<file path="src/hdl/bci_ram.sv">
// Generic single-write, single-read RAM with registered read data.
`default_nettype none

module bci_ram #(
    parameter int WIDTH = 8,
    parameter int DEPTH = 16,
    localparam int AW = (DEPTH > 1) ? $clog2(DEPTH) : 1
) (
    input  logic             clk,
    input  logic             we,
    input  logic [AW-1:0]    waddr,
    input  logic [WIDTH-1:0] wdata,
    input  logic [AW-1:0]    raddr,
    output logic [WIDTH-1:0] rdata
);

    logic [WIDTH-1:0] mem_reg [DEPTH];
    logic [WIDTH-1:0] rdata_reg;

    always_ff @(posedge clk)
    begin
        if (we)
        begin
            mem_reg[waddr] <= wdata;
        end
        rdata_reg <= mem_reg[raddr];
    end

    assign rdata = rdata_reg;

endmodule

`default_nettype wire

</file>
<file path="config.mk">
export PLATFORM = sky130hd
export DESIGN_NAME = bci_ram
export DESIGN_NICKNAME = d
export VERILOG_FILES = /design/src/hdl/bci_ram.sv
export SDC_FILE = /design/constraint.sdc
export NUM_CORES = 1
export LEC_CHECK = 0
export ABC_AREA = 1
export BUFFER_PORTS_ARGS = -buffer_cell sky130_fd_sc_hd__buf_2
export CORE_UTILIZATION = 35
export DETAILED_ROUTE_END_ITERATION = 10
export PLACE_DENSITY = 0.61
export SYNTH_ARGS = -nofsm -noshare
export SYNTH_HDL_FRONTEND = slang
export SYNTH_SLANG_ARGS = --single-unit
</file>
<file path="constraint.sdc">
create_clock -name clk -period 2.1 [get_ports clk]
set_input_delay 0 -clock clk [delete_from_list [all_inputs] [get_ports clk]]
set_output_delay 0 -clock clk [all_outputs]
set_load 0.02 [all_outputs]
</file>
# ---- Yosys cells after proc, flatten, opt, wreduce, memory -nomap -nowiden
# Memories as Yosys holds them, arrays and structs flattened. A register that Yosys moved wholly into a read port is not among the register bits.
# Cells that the tools add are included.
dict set report totals {
  reg_bits 0
  ram_bits 128
  input_bits 18
  word_cells 3
  mem_count 1
}
# memory words width read_ports rd_ports_with_merged_regs wr line
set mem_list {}
lappend mem_list {mem_reg 16 8 1 1 1 17} ;# logic [WIDTH-1:0] mem_reg [DEPTH];
dict set report classes {
  muxes 2
}
# op count
set ops {}
lappend ops {{$mux 1} 2}

# ---- Longest topological paths before layout
dict set report depth {
  depth_word 2
  ltp_mapped 8
  depth_no_buf 7
}

# ---- Worst setup path after synthesis
# OpenSTA, ideal clock, no wires.
dict set report synth_timing {
  path_type {input to register}
  from {input port waddr[2]}
  to {memory mem_reg[10][0], enable pin}
  setup_time_ns 0.370
  arrival_time_ns 0.581
  required_ns 1.730
  path_slack_ns 1.149
  path_stages 2
  path_buffers 0
  cell_sequence {nand3b_1 > nor2_1}
}
# item line
set synth_rtl {}
lappend synth_rtl {{from (decl)} 11} ;# input logic [AW-1:0] waddr,
lappend synth_rtl {{to (decl)} 17}
# No word-level cell before the write port.

==> flow_summary.json <==
{
  "fin_nets": 594,
  "tritoncts": "built",
  "floorplan.die.height_um": 130,
  "timing.critical_path.to_type": "flip-flop",
  "min_path_type": "input port to flip-flop",
  "die-area_um2": 17000,
  "max_stage_delay_ns": 0.37,
  "cp_cell_sequence": "inv_1 -> nand2_1 -> nand3_1 -> nand3_1 -> nand3_1 -> nand2_1",
  "transition_time_of_the_tightest_slew_check_pin_ns": 0.897,
  "gr_ovfl_total": 0,
  "clock_sinks": 136,
  "ios": 26,
  "crit_required_ns": 2.40,
  "rsz0062_at_grt": "false",
  "number_of_global_route_vias_before_repair": 3745,
  "dp.final_hpwl_um": 8370,
  "period_share": 0.515,
  "holdBufCountCts": 2,
  "crit_top_cell": "nand3_1",
  "core_um2": 16000,
  "cap_viol_max_count": 0,
  "synth_fp_nets": 569,
  "via_count": 3743,
  "remaining_drc_errors": 0,
  "antenna_violations_before_repair": 0,
  "power.ir.vdd_worst_uv": 498,
  "grt_first_pass_wirelength_um": 20800,
  "avgRoutedWirePerCell_um": 16.5,
  "post_cts.resized_instances": 0,
  "largest_register_ffs": 128,
  "cts_max_path_buffers": 2,
  "fmax_mhz": 924,
  "pd_cells_nw_per_um2": 1030,
  "layout.cells.most_common_list": "nand2_1, edfxtp_1, inv_1",
  "hold_viol": 0,
  "drive_above_1_share": 0.104,
  "drt-total-wl_um": 13300,
  "htreeDepth": 4,
  "clock_insertion_delay_worst_skew_ns": 0.42,
  "syn-cell-area_um2": 5770,
  "setup_violations": 0,
  "core.rowCount": 46,
  "finalWeightedCongestion": 0.812,
  "insertedDiodeCount": 0,
  "finalCriticalPeriod_ns": 1.08,
  "antenna_violating_nets_post_route": 0,
  "final_max_slew_viol_count": 0,
  "synthToLayoutAreaGrowth_pct": 17.0,
  "avg_synthesized_cell_area_um2": 10.5,
  "critical-path-slowest-cell": "edfxtp_1",
  "root_cell_of_the_clock_tree": "clkbuf_16",
  "worstPathArrival_ns": 1.38,
  "worstSetupPathType": "flip-flop to flip-flop",
  "cts_made_buffers": 17,
  "status": "complete, no violations",
  "drt_first_pass_iters": 6,
  "yosys_warnings": 0,
  "slew_headroom": 0.400,
  "port_buffers": 25,
  "ys_ff_latch": 136,
  "clk_pin_slew_ns": 0.06,
  "horizontal_die_dimension_um": 130,
  "cts.repair_timing.setup_buffer_count": 0,
  "synth_cell_types": 12,
  "cp_startpoint_kind": "flip-flop",
  "grt_start_max_net_pins": 65,
  "initialDrtViolationCount": 300,
  "seq_area_frac_synth": 0.694,
  "fin_worst_skew_ns": 0.00747,
  "grt_use_total": 0.172,
  "leakage_power_nw": 2.87,
  "post-layout-total-power_w": 0.00692,
  "crit_fanout": 1,
  "netlist_instances": 551,
  "drt-vias-per-instance": 4.65,
  "layout.filler_cells": 1551,
  "tns_ns": 0,
  "start_util": 0.360,
  "layout_commonest_cell": "nand2_1"
}
per-layer routing:
metal / track usage / routed length [µm]
met5: 0 / 0
met4: 0.0730 / 225
met3: 0.0418 / 665
met2: 0.286 / 6560
met1: 0.215 / 5860
cells by family (layout without fill, tap and decap cells):
family / Yosys count / count (layout) / share of synthesized area
flops: 136 / 136 / 0.694
buf+inv: 126 / 164 / 0.0952
simple gates: 289 / 289 / 0.210
power by group:
part | leakage [nW] | switching (W) | total, W | internal, W
clock | 0.332 | 0.00112 | 0.00348 | 0.00236
combinational | 1.32 | 0.000279 | 0.000381 | 0.000102
sequential | 1.22 | 0.0000234 | 0.00306 | 0.00304
critical path, delay by kind of cell (launching register included):
family,cells,cell delay [ns]
simple gates,5,0.51
flops,1,0.37
buf+inv,1,0.07
synthesized netlist by cell type:
library cell	number	area (µm²)
buf_6	6	67.6
nor2_1	17	63.8
edfxtp_1	128	3840
inv_1	100	375
inv_2	2	7.51
nand3b_1	2	15.0
nand2_1	173	649
buf_2	13	65.1
buf_4	4	30.0
buf_1	1	3.75
nand3_1	97	485
dfxtp_1	8	160
final timing paths:
check             endpoint            from  slack, ns  cells after the start
max               rdata[2]  mem_reg[11][2]       1.02                      6
min          mem_reg[1][1]        wdata[1]       0.01                      1
max reg2reg       rdata[2]  mem_reg[11][2]       1.02                      6
min reg2reg       rdata[7]   mem_reg[6][7]       0.67                      6
through the flow:
stage / cells / hold WS, ns / setup slack, ns / utilization / area (µm²)
2_1_floorplan: 551 / 0.0989 / 1.15 / - / 5770
3_3_place_gp: 771 / 0.382 / 0.698 / 0.377 / 6030
3_5_place_dp: 771 / 0.391 / 0.679 / 0.377 / 6030
4_1_cts: 805 / 0.00771 / 1.01 / 0.422 / 6750
5_1_grt: 805 / 0.0143 / 0.948 / 0.422 / 6750
6_report: 805 / 0.0106 / 1.02 / 0.422 / 6750
layout make-up:
type	instances	area [µm²]	share of cell area
clock buffer	18	429	0.0636
clock inverter	14	269	0.0399
inverter	102	383	0.0567
multi-input combinational	289	1210	0.180
sequential	136	4000	0.593
tap	216	270	0.0400
timing repair buffer	30	180	0.0267
No activity file was read; power rests on OpenSTA's default activity.
