--- src/hdl/bci_pkg.sv ---
// Shared widths, command codes and beat types of the breakpoint curve interpolator.
`default_nettype none

package bci_pkg;

    localparam int KEY_W     = 32;
    localparam int X_W       = 16;
    localparam int VALUE_W   = 16;
    localparam int CNT_W     = 4;
    localparam int SLOT_W    = 4;
    localparam int PIDX_W    = 3;
    localparam int CMD_W     = 2;
    localparam int CFG_W     = 5;
    localparam int NUM_VALS  = 3;

    localparam int DEF_CURVES = 16;
    localparam int DEF_POINTS = 8;

    localparam logic [CMD_W-1:0] CMD_HEADER = 2'd0;
    localparam logic [CMD_W-1:0] CMD_POINT  = 2'd1;
    localparam logic [CMD_W-1:0] CMD_EVAL   = 2'd2;

    // Command beat.
    typedef struct packed {
        logic        [CMD_W-1:0]   cmd;
        logic        [SLOT_W-1:0]  curve_slot;
        logic        [PIDX_W-1:0]  point_index;
        logic        [KEY_W-1:0]   curve_key;
        logic        [CNT_W-1:0]   point_count;
        logic        [X_W-1:0]     x_value;
        logic signed [VALUE_W-1:0] y_first;
        logic signed [VALUE_W-1:0] y_second;
        logic signed [VALUE_W-1:0] y_third;
    } bci_cmd_t;

    // Result beat.
    typedef struct packed {
        logic                      found;
        logic signed [VALUE_W-1:0] out_first;
        logic signed [VALUE_W-1:0] out_second;
        logic signed [VALUE_W-1:0] out_third;
    } bci_res_t;

    // Three curve values; element 0 is the first value.
    typedef logic [NUM_VALS-1:0][VALUE_W-1:0] bci_vals_t;

    // One breakpoint word in the point memory.
    typedef struct packed {
        logic [X_W-1:0] x;
        bci_vals_t      y;
    } bci_point_t;

    // One curve header word in the key memory.
    typedef struct packed {
        logic [KEY_W-1:0] key;
        logic [CNT_W-1:0] count;
    } bci_key_t;

endpackage

`default_nettype wire

--- src/hdl/bci_div.sv ---
// Restoring serial divider that forms the segment ratio, one quotient bit per cycle.
`default_nettype none

module bci_div (
    input  logic                   clk,
    input  logic                   rst_n,
    input  logic                   start,
    input  logic [bci_pkg::X_W-1:0] num,
    input  logic [bci_pkg::X_W-1:0] den,
    output logic                   done,
    output logic [bci_pkg::X_W:0]   quot
);

    import bci_pkg::*;

    // num <= den, so the quotient of (num << X_W) / den has X_W + 1 bits.
    localparam int STEPS = X_W + 1;
    localparam int SCW   = $clog2(STEPS + 1);

    logic [SCW-1:0] step_reg, step_next;
    logic           done_reg, done_next;
    logic [X_W:0]   rem_reg, rem_next;
    logic [X_W-1:0] den_reg, den_next;
    logic [X_W:0]   quot_reg, quot_next;
    logic           zero_reg, zero_next;

    logic           ge;
    logic [X_W:0]   trial;

    always_comb
    begin
        ge        = rem_reg >= {1'b0, den_reg};
        trial     = ge ? (rem_reg - {1'b0, den_reg}) : rem_reg;
        step_next = step_reg;
        done_next = 1'b0;
        rem_next  = rem_reg;
        den_next  = den_reg;
        quot_next = quot_reg;
        zero_next = zero_reg;
        if (start)
        begin
            step_next = SCW'(STEPS);
            rem_next  = {1'b0, num};
            den_next  = den;
            quot_next = '0;
            zero_next = (den == '0);
        end
        else if (step_reg != '0)
        begin
            // Subtract where it fits, then shift in the next zero bit.
            quot_next = {quot_reg[X_W-1:0], ge};
            rem_next  = {trial[X_W-1:0], 1'b0};
            step_next = step_reg - SCW'(1);
            done_next = (step_reg == SCW'(1));
        end
    end

    always_ff @(posedge clk or negedge rst_n)
    begin
        if (!rst_n)
        begin
            step_reg <= '0;
            done_reg <= 1'b0;
        end
        else
        begin
            step_reg <= step_next;
            done_reg <= done_next;
        end
    end

    always_ff @(posedge clk)
    begin
        rem_reg  <= rem_next;
        den_reg  <= den_next;
        quot_reg <= quot_next;
        zero_reg <= zero_next;
    end

    // A zero-width segment gets ratio zero.
    assign done = done_reg;
    assign quot = zero_reg ? '0 : quot_reg;

endmodule

`default_nettype wire

--- config.mk ---
export PLATFORM = sky130hd
export DESIGN_NAME = bci_div
export DESIGN_NICKNAME = d
export VERILOG_FILES = /design/src/hdl/bci_pkg.sv /design/src/hdl/bci_div.sv
export SDC_FILE = /design/constraint.sdc
export NUM_CORES = 1
export LEC_CHECK = 0
export BUFFER_PORTS_ARGS = -buffer_cell sky130_fd_sc_hd__buf_2
export CORE_ASPECT_RATIO = 1.5
export CORE_UTILIZATION = 40
export DETAILED_ROUTE_END_ITERATION = 8
export GPL_TIMING_DRIVEN = 0
export PLACE_DENSITY = 0.66
export RECOVER_POWER = 25
export SYNTH_ARGS = -nofsm -noshare
export SYNTH_HDL_FRONTEND = slang
export SYNTH_SLANG_ARGS = --single-unit
--- constraint.sdc ---
create_clock -name clk -period 2.2 [get_ports clk]
set_input_delay 0.11 -clock clk [delete_from_list [all_inputs] [get_ports clk]]
set_output_delay 0.11 -clock clk [all_outputs]
set_load 0.02 [all_outputs]
* Word level (Yosys, flattened, before mapping)
Index checks and enable logic that the tools add are counted.
Widths: inputs -> output; s select.
** Word-level totals
- Register bits :: 57
- Bits in latches :: 0
- Bits in writable memories :: 0
- Memory bits (read-only) :: 0
- Input bits :: 35
- Logic and storage cells :: 22
- Memories kept :: 0
** Operators by class
- Add/subtract/negate cells :: 2
- $mul :: 0
- Div/mod/pow operators :: 0
- Order comparisons :: 1
- Equal/unequal tests :: 1
- Shifts and indexed selects :: 0
- Multiplexer cells :: 8
- Bitwise gates (word level) :: 0
- Reductions and logical operators :: 3
** Operators with widths (number)
- $mux 16 :: 3
- $ge 17x16->1 :: 1
- $mux 17 :: 1
- $logic_not 16->1 :: 1
- $sub 16x16->16 :: 1
- $mux 5 :: 2
- $eq 5x1->1 const B :: 1
- $reduce_bool 5->1 :: 1
- $sub 5x1->5 const B :: 1
- $mux 1 :: 2
- $reduce_bool 2->1 :: 1

* Logic depth before layout (Yosys ltp)
- Depth in word-level cells :: 4
- Gate-level depth with buffers :: 10
- Mapped depth without buffers :: 10

* Worst setup path after synthesis
OpenSTA, ideal clock, no wires.
- Kind :: register to register
- Start point :: register rem_reg[0]
- End point :: register rem_reg[15] (data pin)
- Setup time :: 0.270 ns
- Arrival :: 2.022 ns
- Required time :: 1.930 ns
- Path slack :: -0.092 ns
- Stages on the path, launching flop included :: 11
- Path buffers :: 0
- Clock period less this slack :: 2.292 ns
- Path through :: edfxtp_1 > inv_1 > ha_1 > inv_1 > fa_1 > a21o_1 > a221oi_1 > o2111ai_1 > o211ai_1 > xor2_1 > o31ai_1
** On the way
- Word-level cells in the longest chain between the ends :: 4
- Elaborated cells on any way between the ends :: 5
- Those cells by class :: 1 x add/sub; 1 x order compare; 3 x mux
** RTL lines
- start: declaration :: line bci_div.sv:22 : logic [X_W:0] rem_reg, rem_next;
- start signal: assignment :: line bci_div.sv:74 : rem_reg <= rem_next;
- $sub 16x16->16 / $ge 17x16->1 (equally long branches) :: line bci_div.sv:33, bci_div.sv:32
- $mux 16 * :: line bci_div.sv:33 : trial = ge ? (rem_reg - {1'b0, den_reg}) : rem_reg;
- $mux 16 * :: line bci_div.sv:48 : else if (step_reg != '0)
- $mux 16 * :: line bci_div.sv:40 : if (start)
- named net rem_next[15] :: line bci_div.sv:22
The timed path passes the listed nets; every way through them passes the cells marked *. The select of a mux whose other input is x is not followed.
A chain may end at the register's enable or synchronous reset.

* Worst setup path in the final report
- Start point :: register den_reg[10]
- End point :: register rem_reg[15] (data pin)
** On the way
- Word-level cells in the longest chain between the ends :: 4
- Elaborated cells on any way between the ends :: 5
- Those cells by class :: 1 x add/sub; 1 x order compare; 3 x mux
** RTL lines
- start: declaration :: line bci_div.sv:23 : logic [X_W-1:0] den_reg, den_next;
- start signal: assignment :: line bci_div.sv:75 : den_reg <= den_next;
- $sub 16x16->16 / $ge 17x16->1 (equally long branches) :: line bci_div.sv:33, bci_div.sv:32
- $mux 16 * :: line bci_div.sv:33
- $mux 16 * :: line bci_div.sv:48
- $mux 16 * :: line bci_div.sv:40
- named net rem_next[15] :: line bci_div.sv:22
Marks and branches as above.

==> metrics.cfg <==
[timing]
slew_violations=0
setup_viol=17
slew_headroom=0.400
hold_violations=0
finalClockSkew_ns=0.00939
tightest_slew_ns=0.900
rsz0062_at_grt=true
holdWs_ns=0.0615
fin_crit_ns=2.56
max_freq_mhz=391
period_share=1.16
setup_ws_ns=-0.360

[pwr]
p_comb_frac=0.609
total_power_w=0.00783
share_seq_of_total_power=0.204
clockPowerShare=0.187
p_leak_nw=2.26
power_density_nw_per_um2=1420
ir_drop_mv=0.603
p_int_w=0.00468
power_switching_w=0.00315
p_sw_frac=0.402

[route]
antenna_left=0
vias=3729
drt_iter0_markers=386
routed_wl_um=13400
wl_per_cell_um=21.5
drc=0
viasPerCell=6.00
first_pass_iters=6

[cells_and_area]
diodes=0
syn_to_final_growth_pct=58.8
multi_input_area_um2=2290
seqCellArea_um2=1500
fillCellCount=619
layout-drive-gt1-share=0.432
nNetsFinal=565
stdcell_area_um2=5500
final_cells=621

[logic_synthesis]
yosysTopAreaCellShare=0.286
synth_area_um2=3460
synth_area_per_cell_um2=9.54
synth-async-reset-ratio=0.105
synth_nets=418
synth_largest_area_cell=edfxtp_1
synthFlopType=edfxtp_1
ys_warn_count=0
ys_ff_latch=57
synthTopCellsByArea=edfxtp_1 (29%), dfxtp_1 (10%), ha_1 (6.9%), nand2_1 (5.0%), dfrtp_1 (4.3%)
synth-edff-count=33
synth_common_cells=nand2_1 (46), edfxtp_1 (33), a21oi_1 (27)
syn_inst=363
seq_area_frac_synth=0.434
yosysUniqueCellTypes=63
yosysMostFrequentCell=nand2_1

[global_route]
grt_pass1_wl_um=18000
grt_max_degree=20
antenna_found_initial=0
grt_overflow=0
grt_use_total=0.266
grt_pass1_vias=3560

[clock_tree]
cts_buffer_depth=2
clock-sinks=57
cts_tree=yes
numCtsBuffers=9
cts-root-buf=clkbuf_16
clk_pin_slew_ns=0.05
insertion_delay_ns=0.34
htreeDepth=3

[placement]
gp_congestion=0.889
dp.cells=522
port_buffers=52
hpwlAfterDp_um=6810
dpl_worst_slack_ns=-0.415
place_area_um2=3900

[worst_setup_path]
path_max_fanout=7
regToRegSetupSlack_ns=-0.36
setup.worst_path.start=den_reg[10]
critPathLaunchType=flip-flop
cp-end-kind=flip-flop
worstSetupPathType=reg2reg
arrival_ns=2.64
ff2ff_path_depth=9
reg2reg_to=rem_reg[15]
critPathRequiredTime_ns=2.28
crit_path_end=rem_reg[15]
rr_startpoint=den_reg[10]

[hold_path]
min_path_cells=2
min_path_type=in2reg

[job]
drv_cap=0

[die]
io_pins=53
die_w_um=78.0
die-area_um2=9040
die_h_um=116
core_region_area_um2=8410
start_util=0.412
std_cell_rows=41

[outcome]
violations=negative setup slack
outcome=finished with violations

## cells in the final DEF (no fill, tap or decap), drive strengths merged, types with 2 or more instances in the layout
cell / instances
buf: 126
nand2: 46
edfxtp: 33
a21oi: 28
nor2: 24
clkbuf: 24
inv: 22
ha: 19
dlygate4sd3: 18
dfxtp: 18
nor2b: 17
nand3: 14
o21ai: 14
xnor2: 10
a31oi: 9
o31ai: 7
and2: 6
dfrtp: 6
a41oi: 6
a21o: 6
nor4: 5
a211oi: 5
nand4: 4
nand2b: 4
xor2: 4
nor3: 4
o211ai: 3
and3: 2
and4: 2
clkinv: 2
o31a: 2
o21a: 2
a311oi: 2
a221oi: 2
o311ai: 2
## critical path, stage by stage (launching register included)
cell and delay (ns):
edfxtp_1 0.36, inv_2 0.05, ha_1 0.32, buf_6 0.16
nand4_1 0.15, or3_4 0.39, o31a_4 0.36, buf_6 0.14
a41oi_1 0.25, o31ai_2 0.10
## worst min-delay path by stage
stage | slack [ns] | to | from
2_1_floorplan | -0.19 | done | rst_n
3_3_place_gp | -0.06 | step_reg[3] | rst_n
3_5_place_dp | -0.06 | step_reg[3] | rst_n
4_1_cts | 0.06 | rem_reg[0] | num[0]
5_1_grt | 0.08 | rem_reg[0] | num[0]
6_report | 0.06 | rem_reg[0] | num[0]
## power by group through the flow
| stage | logic (W) | clock network [W] | registers [W] |
|---|---|---|---|
| after floorplan | 0.00187 | 0 | 0.00151 |
| after global placement | 0.00236 | 0 | 0.00155 |
| after detailed placement | 0.00239 | 0 | 0.00156 |
| after CTS | 0.00355 | 0.00146 | 0.00157 |
| after global routing | 0.00489 | 0.00151 | 0.00161 |
| final | 0.00477 | 0.00147 | 0.00160 |
## routing by layer
metal | vias up | track usage | part of all wire
li1 | 1616 | - | -
met4 | 0 | 0.195 | 0.072
met3 | 87 | 0.0677 | 0.068
met2 | 246 | 0.470 | 0.50
met1 | 1780 | 0.273 | 0.36
met5 | - | 0 | 0
## timing repair
action                                  CTS  global route
gates resized for setup                  64            50
endpoints found under the setup margin   33            34
hold buffers                             17             0
gates cloned                              3             1
setup buffers                            42            25
pin swaps                                34            45
hold endpoints to repair                 22             0
## cell families (layout without fill, tap and decap cells)
kind of cell,Yosys count,count (layout),share of synthesized area
adders and majority gates,20,20,0.0744
DFF,57,57,0.434
xor gates and xnor gates,14,14,0.0354
and+or+nand+nor,134,134,0.191
buffers and inverters,42,193,0.0658
AOI/OAI and AO/OA,96,96,0.200
## cell type report
cell class	count	share of cell area
plain buffers	18	0.0271
clock buffers	13	0.0494
clock inverters	2	0.00637
inverters	23	0.0157
multi-input cells	264	0.417
flip-flops and latches	57	0.273
well taps	107	0.0244
repair buffers	137	0.187
## metrics by stage
step | TNS (ns) | util
finish | -5.32 | 0.653
global route | -6.28 | 0.653
CTS | -1.97 | 0.601
detailed placement | -10.64 | 0.464
global placement | -10.47 | 0.464
floorplan | 0 | -
(Power assumes the default switching activity.)
