===== src/hdl/bci_pkg.sv =====
// Shared widths, command codes and beat types of the breakpoint curve interpolator.
`default_nettype none

package bci_pkg;

    localparam int KEY_W     = 32;
    localparam int X_W       = 16;
    localparam int VALUE_W   = 16;
    localparam int CNT_W     = 4;
    localparam int SLOT_W    = 4;
    localparam int PIDX_W    = 3;
    localparam int CMD_W     = 2;
    localparam int CFG_W     = 5;
    localparam int NUM_VALS  = 3;

    localparam int DEF_CURVES = 16;
    localparam int DEF_POINTS = 8;

    localparam logic [CMD_W-1:0] CMD_HEADER = 2'd0;
    localparam logic [CMD_W-1:0] CMD_POINT  = 2'd1;
    localparam logic [CMD_W-1:0] CMD_EVAL   = 2'd2;

    // Command beat.
    typedef struct packed {
        logic        [CMD_W-1:0]   cmd;
        logic        [SLOT_W-1:0]  curve_slot;
        logic        [PIDX_W-1:0]  point_index;
        logic        [KEY_W-1:0]   curve_key;
        logic        [CNT_W-1:0]   point_count;
        logic        [X_W-1:0]     x_value;
        logic signed [VALUE_W-1:0] y_first;
        logic signed [VALUE_W-1:0] y_second;
        logic signed [VALUE_W-1:0] y_third;
    } bci_cmd_t;

    // Result beat.
    typedef struct packed {
        logic                      found;
        logic signed [VALUE_W-1:0] out_first;
        logic signed [VALUE_W-1:0] out_second;
        logic signed [VALUE_W-1:0] out_third;
    } bci_res_t;

    // Three curve values; element 0 is the first value.
    typedef logic [NUM_VALS-1:0][VALUE_W-1:0] bci_vals_t;

    // One breakpoint word in the point memory.
    typedef struct packed {
        logic [X_W-1:0] x;
        bci_vals_t      y;
    } bci_point_t;

    // One curve header word in the key memory.
    typedef struct packed {
        logic [KEY_W-1:0] key;
        logic [CNT_W-1:0] count;
    } bci_key_t;

endpackage

`default_nettype wire


===== src/hdl/bci_lerp.sv =====
// Shared multiplier that blends the three curve values one after another.
`default_nettype none

module bci_lerp (
    input  logic                clk,
    input  logic                rst_n,
    input  logic                start,
    input  logic [bci_pkg::X_W:0] ratio,
    input  bci_pkg::bci_vals_t  ya,
    input  bci_pkg::bci_vals_t  yb,
    output logic                done,
    output bci_pkg::bci_vals_t  y
);

    import bci_pkg::*;

    localparam int PW   = VALUE_W + X_W + 3;
    localparam int LCW  = $clog2(NUM_VALS + 1);
    localparam logic signed [PW-1:0] HALF = PW'(1) <<< (X_W - 1);

    logic [LCW-1:0]            lane_reg, lane_next;
    logic                      acc_valid_reg, acc_valid_next;
    logic                      acc_last_reg, acc_last_next;
    logic                      done_reg, done_next;
    bci_vals_t                 ya_reg, ya_next;
    bci_vals_t                 yb_reg, yb_next;
    bci_vals_t                 y_reg, y_next;
    logic [X_W:0]              ratio_reg, ratio_next;
    logic signed [PW-1:0]      prod_reg, prod_next;
    logic [VALUE_W-1:0]        base_reg, base_next;

    logic signed [VALUE_W:0]   diff;
    logic signed [PW-1:0]      rounded;
    logic signed [PW-1:0]      scaled;
    logic [VALUE_W-1:0]        blended;

    always_comb
    begin
        diff = $signed({yb_reg[0][VALUE_W-1], yb_reg[0]})
             - $signed({ya_reg[0][VALUE_W-1], ya_reg[0]});
        rounded = prod_reg + HALF;
        scaled  = rounded >>> X_W;
        blended = base_reg + scaled[VALUE_W-1:0];

        lane_next      = lane_reg;
        acc_valid_next = 1'b0;
        acc_last_next  = 1'b0;
        done_next      = 1'b0;
        ya_next        = ya_reg;
        yb_next        = yb_reg;
        y_next         = y_reg;
        ratio_next     = ratio_reg;
        prod_next      = prod_reg;
        base_next      = base_reg;

        if (start)
        begin
            lane_next  = LCW'(NUM_VALS);
            ya_next    = ya;
            yb_next    = yb;
            ratio_next = ratio;
        end
        else if (lane_reg != '0)
        begin
            // Multiply lane 0, then rotate the next value into place.
            prod_next      = PW'(diff) * PW'($signed({1'b0, ratio_reg}));
            base_next      = ya_reg[0];
            ya_next        = {ya_reg[0], ya_reg[NUM_VALS-1:1]};
            yb_next        = {yb_reg[0], yb_reg[NUM_VALS-1:1]};
            lane_next      = lane_reg - LCW'(1);
            acc_valid_next = 1'b1;
            acc_last_next  = (lane_reg == LCW'(1));
        end

        if (acc_valid_reg)
        begin
            // Round half up, then shift results down so the first lands at 0.
            y_next    = {blended, y_reg[NUM_VALS-1:1]};
            done_next = acc_last_reg;
        end
    end

    always_ff @(posedge clk or negedge rst_n)
    begin
        if (!rst_n)
        begin
            lane_reg      <= '0;
            acc_valid_reg <= 1'b0;
            acc_last_reg  <= 1'b0;
            done_reg      <= 1'b0;
        end
        else
        begin
            lane_reg      <= lane_next;
            acc_valid_reg <= acc_valid_next;
            acc_last_reg  <= acc_last_next;
            done_reg      <= done_next;
        end
    end

    always_ff @(posedge clk)
    begin
        ya_reg    <= ya_next;
        yb_reg    <= yb_next;
        y_reg     <= y_next;
        ratio_reg <= ratio_next;
        prod_reg  <= prod_next;
        base_reg  <= base_next;
    end

    assign done = done_reg;
    assign y    = y_reg;

endmodule

`default_nettype wire


===== config.mk =====
export PLATFORM = sky130hd
export DESIGN_NAME = bci_lerp
export DESIGN_NICKNAME = d
export VERILOG_FILES = /design/src/hdl/bci_pkg.sv /design/src/hdl/bci_lerp.sv
export SDC_FILE = /design/constraint.sdc
export NUM_CORES = 1
export LEC_CHECK = 0
export ABC_AREA = 1
export BUFFER_PORTS_ARGS = -buffer_cell sky130_fd_sc_hd__buf_2
export CAP_MARGIN = 20
export CORE_MARGIN = 5
export CORE_UTILIZATION = 52
export CTS_CLUSTER_SIZE = 25
export DETAILED_ROUTE_END_ITERATION = 16
export PLACE_DENSITY = 0.71
export REMOVE_ABC_BUFFERS = 1
export SYNTH_ARGS = -nofsm -noshare
export SYNTH_HDL_FRONTEND = slang
export SYNTH_SLANG_ARGS = --single-unit

===== constraint.sdc =====
create_clock -name clk -period 16.33 [get_ports clk]
set_input_delay 1.633 -clock clk [delete_from_list [all_inputs] [get_ports clk]]
set_output_delay 1.633 -clock clk [all_outputs]
set_load 0.03 [all_outputs]

---- Yosys cells after proc, flatten, opt, wreduce, memory -nomap -nowiden ----
Index checks and enable logic that the tools add are counted.
operators by class
  $add $sub $neg .......................... 4
  multipliers ............................. 1
  eq/ne operators ......................... 1
  multiplexer cells ....................... 11
  bitwise operators ....................... 1
  reduce and logical (&&, ||, !) cells .... 3
operator list
  operator                                                            count
  48-bit 2-to-1 mux                                                   4
  32-bit by 17-bit adder with 32-bit output, second input constant    1
  17-bit by 18-bit multiplier with 32-bit output                      1
  16-bit by 16-bit subtractor with 17-bit output                      1
  16-bit adder                                                        1
  1-bit 2-to-1 mux                                                    5
  2-bit 2-to-1 mux                                                    2
  2-bit nonzero test                                                  2
  2-bit by 1-bit == test with 1-bit output, second input constant     1
  2-bit AND reduction                                                 1
  2-bit by 1-bit subtractor with 2-bit output, second input constant  1
  1-bit NOT                                                           1
word-level totals
  register bits ........................... 214
  output and inout port bits .............. 49
  logic and storage cells ................. 37

---- Logic depth before layout (Yosys ltp) ----
  depth in word-level cells ............... 3
  gate-level depth with buffers ........... 36

---- Worst setup path before layout ----
OpenSTA, ideal clock, no wires.
  kind .................................... reg-to-reg
  start point ............................. reg ya_reg[0] (netlist name)
  end point ............................... reg prod_reg[29], data pin
  arrival ................................. 6.435 ns
  setup slack ............................. 9.635 ns
  cell stages (with the launch flop) ...... 32
  path buffers ............................ 1
  period minus slack after synthesis ...... 6.695 ns
  path through ............................ edfxtp_1 ha_1 fa_1 inv_1 nand2_1 nand2_1 nand3_1 nand2_1 or2_2 nand2_1 inv_1 clkbuf_1 nand2_1 fa_1 inv_1 fa_1 inv_1 fa_1 inv_1 fa_1 fa_1 inv_1 fa_1 inv_1 ha_1 nand2_1 nor4_1 o21ai_0 nand3_1 nand3_1 nand3_1 xor2_1
on the way
  longest elaborated chain between the ends .. 2
RTL lines
  element                                         RTL line         text
  start: declaration                              bci_lerp.sv:25   bci_vals_t ya_reg, ya_next;
  start signal: assignment                        bci_lerp.sv:103  ya_reg <= ya_next;
  16-bit by 16-bit subtractor with 17-bit output  bci_lerp.sv:40   - $signed({ya_reg[0][VALUE_W-1], ya_reg[0]});
  17-bit by 18-bit multiplier with 32-bit output  bci_lerp.sv:66   prod_next = PW'(diff) * PW'($signed({1'b0, ratio_reg}));
  end signal: assignment                          bci_lerp.sv:107  prod_reg <= prod_next;
  end: declaration                                bci_lerp.sv:29   logic signed [PW-1:0] prod_reg, prod_next;
No other way between the ends.
A chain may end at the register's enable or synchronous reset.

---- Final worst setup path ----
  start point ............................. reg ya_reg[2] (netlist name)
  end point ............................... reg prod_reg[25], data pin
The elaborated chain is that of the path after synthesis.

==> results_dict.tcl <==
set metrics [dict create \
    outcome "completed" \
    drv_slew 0 \
    cp.required_ns 16.53 \
    holdWs_ns 0.433 \
    worstHoldPathCells 2 \
    hold_path.class "flop to flop" \
    synth.avg_cell_area_um2 9.23 \
    core-area_mm2 0.0345 \
    final_cell_area_mm2 0.0201 \
    dr.pass1.iters 5 \
    track_usage 0.246 \
    wire_per_inst_um 18.1 \
    period_share 0.465 \
    route.detailed.drc 0 \
    num_vias 13525 \
    relSlewSlack 0.291 \
    period_needed_ns 7.59 \
    ys.flop_type "edfxtp_1" \
    netlist_instances 1974 \
    r2r_slack_ns 8.74 \
    drtIter0Drc 967 \
    overflow 0 \
    maxClockFrequency_mhz 132 \
    cp.arrival_ns 7.79 \
    die_h_um 197 \
    grt_pass1_wl_um 74600 \
    die_w_um 197 \
    synth_edf_count 194 \
    cts_tree "yes" \
    cts.sinks 199 \
    dp_hpwl_um 37100 \
    path_max_fanout 14 \
    insertedDiodeCount 0 \
    rsz0062_at_grt "no" \
    synth.ff_latch_count 199 \
    finalHoldViolCount 0 \
    grt_pass1_vias 14263 \
    ctsResizeCount 0 \
    cts_root_buffer "clkbuf_16" \
    startpoint "ya_reg[2]" \
    port_buffers 164 \
    worst-r2r-cell-count 30 \
    r2r_start "ya_reg[2]" \
    crit_slowest_cell "fa_1" \
    grt_start_max_net_pins 83 \
    layout_common_cells "528 x nand2_1, 371 x inv_1, 225 x fa_1" \
    synth-warning-count 0 \
    clockBufferDepth 2 \
    hp-start "acc_last_reg" \
    vias_per_cell 5.25 \
    async_reset_ff_frac 0.0251 \
    final_antenna_net_count 0 \
    cpMostUsedCell "inv_1" \
    setup_viol 0 \
    final_common_cell "nand2_1" \
    worstMarginPinSlew_ns 1.06 \
    insertion_delay_ns 0.47 \
    antenna_found_initial 0 \
    num_rows 68 \
    cpPeakStageDelay_ns 0.55 \
    final.setup.tns_ns 0 \
    path_delay_family "adder cells" \
    maxCapViolCount 0 \
    cp_num_buf_inv 8 \
    post_cts_buffers 0 \
    worstSetupEndpointType "flop" \
    ys_types 45 \
    ys_seq_area_frac 0.327 \
    cts_buffers 17 \
    setup.worst_path.start_class "flop" \
    timing.rr.end "prod_reg[25]" \
    gp_congestion 0.981 \
    path_clk_slew_ns 0.07 \
    htreeDepth 4 \
    syn2layout_area_growth_pct 10.1 \
    netlist_area_mm2 0.0182 \
    drive_above_1_share 0.108 \
    top_level_ports 165 \
    drt-total-wl_um 46600 \
    min_to "done" \
    cts_hold_buf 0 \
    skew_ns 0.0221 \
    start_util 0.527 \
    die-area_mm2 0.0389 \
    path_class "flop to flop" \
    place_area_mm2 0.0194 \
    nets 2588 \
]
-- worst max path at each step --
stage	endpoint	slack (ns)	cells past startpoint
2_1_floorplan	prod_reg[29]	9.78	30
3_3_place_gp	prod_reg[29]	8.91	31
3_5_place_dp	prod_reg[20]	8.81	32
4_1_cts	prod_reg[25]	8.81	30
5_1_grt	prod_reg[20]	8.24	32
6_report	prod_reg[25]	8.74	30
-- cells by family (layout without fill, tap and decap cells) --
group	Yosys count	after routing	share of synthesized area
AOI/OAI and AO/OA	138	138	0.0437
buffers and inverters	434	580	0.0905
DFF	199	199	0.327
adders and majority gates	365	365	0.343
xor gates and xnor gates	51	51	0.0249
and+or+nand+nor	787	787	0.171
-- cell usage after synthesis, types with 4 or more instances --
cell | count | area share
inv_1 | 371 | 0.076
xor2_1 | 37 | 0.018
dfrtp_1 | 5 | 0.0069
nand2_1 | 529 | 0.11
a21o_1 | 5 | 0.0021
nor3_1 | 9 | 0.0025
fa_1 | 225 | 0.25
nand3_1 | 42 | 0.012
a21oi_1 | 61 | 0.017
clkinv_1 | 6 | 0.0012
o21ai_0 | 43 | 0.012
nand2_2 | 4 | 0.0014
o21bai_1 | 7 | 0.0029
ha_1 | 140 | 0.096
a21boi_0 | 5 | 0.0021
or2_2 | 13 | 0.0045
clkbuf_1 | 49 | 0.010
xnor2_1 | 13 | 0.0062
nor2_1 | 174 | 0.036
edfxtp_1 | 194 | 0.32
o21a_1 | 5 | 0.0021
-- per-layer routing --
layer  vias up  share of wire  track usage
li1       6340              -            -
met1      6564           0.41        0.328
met2       523           0.48        0.404
met3        98          0.080       0.0587
met4         0          0.030       0.0760
met5         -              0            0
-- stage by stage --
step                      worst slack (ns)   util  instances
final                                 8.74  0.581       2575
after floorplan                       9.78      -       1920
after global routing                  8.24  0.581       2575
after global placement                8.91  0.563       2543
after detailed placement              8.81  0.563       2543
after CTS                             8.81  0.581       2575
-- worst register-to-register path: cells and delay by family (launching register included) --
kind	cells	cell delay, ns
fa+ha+maj	8	3.72
simple gates	9	1.57
buf+inv	8	0.90
compound gates	4	0.63
flops	1	0.41
xor+xnor	1	0.14
-- final cells by class --
class	instances	area (um^2)
inverters	380	1430
clock inverters	15	191
flip-flops and latches	199	5950
fillers	3102	14500
clock buffers	17	425
repair buffers	168	853
multi-input cells	1341	10600
well taps	455	569
Power is not shown: default switching activity piles up to over one toggle a cycle in this logic, so the estimate is an artifact.
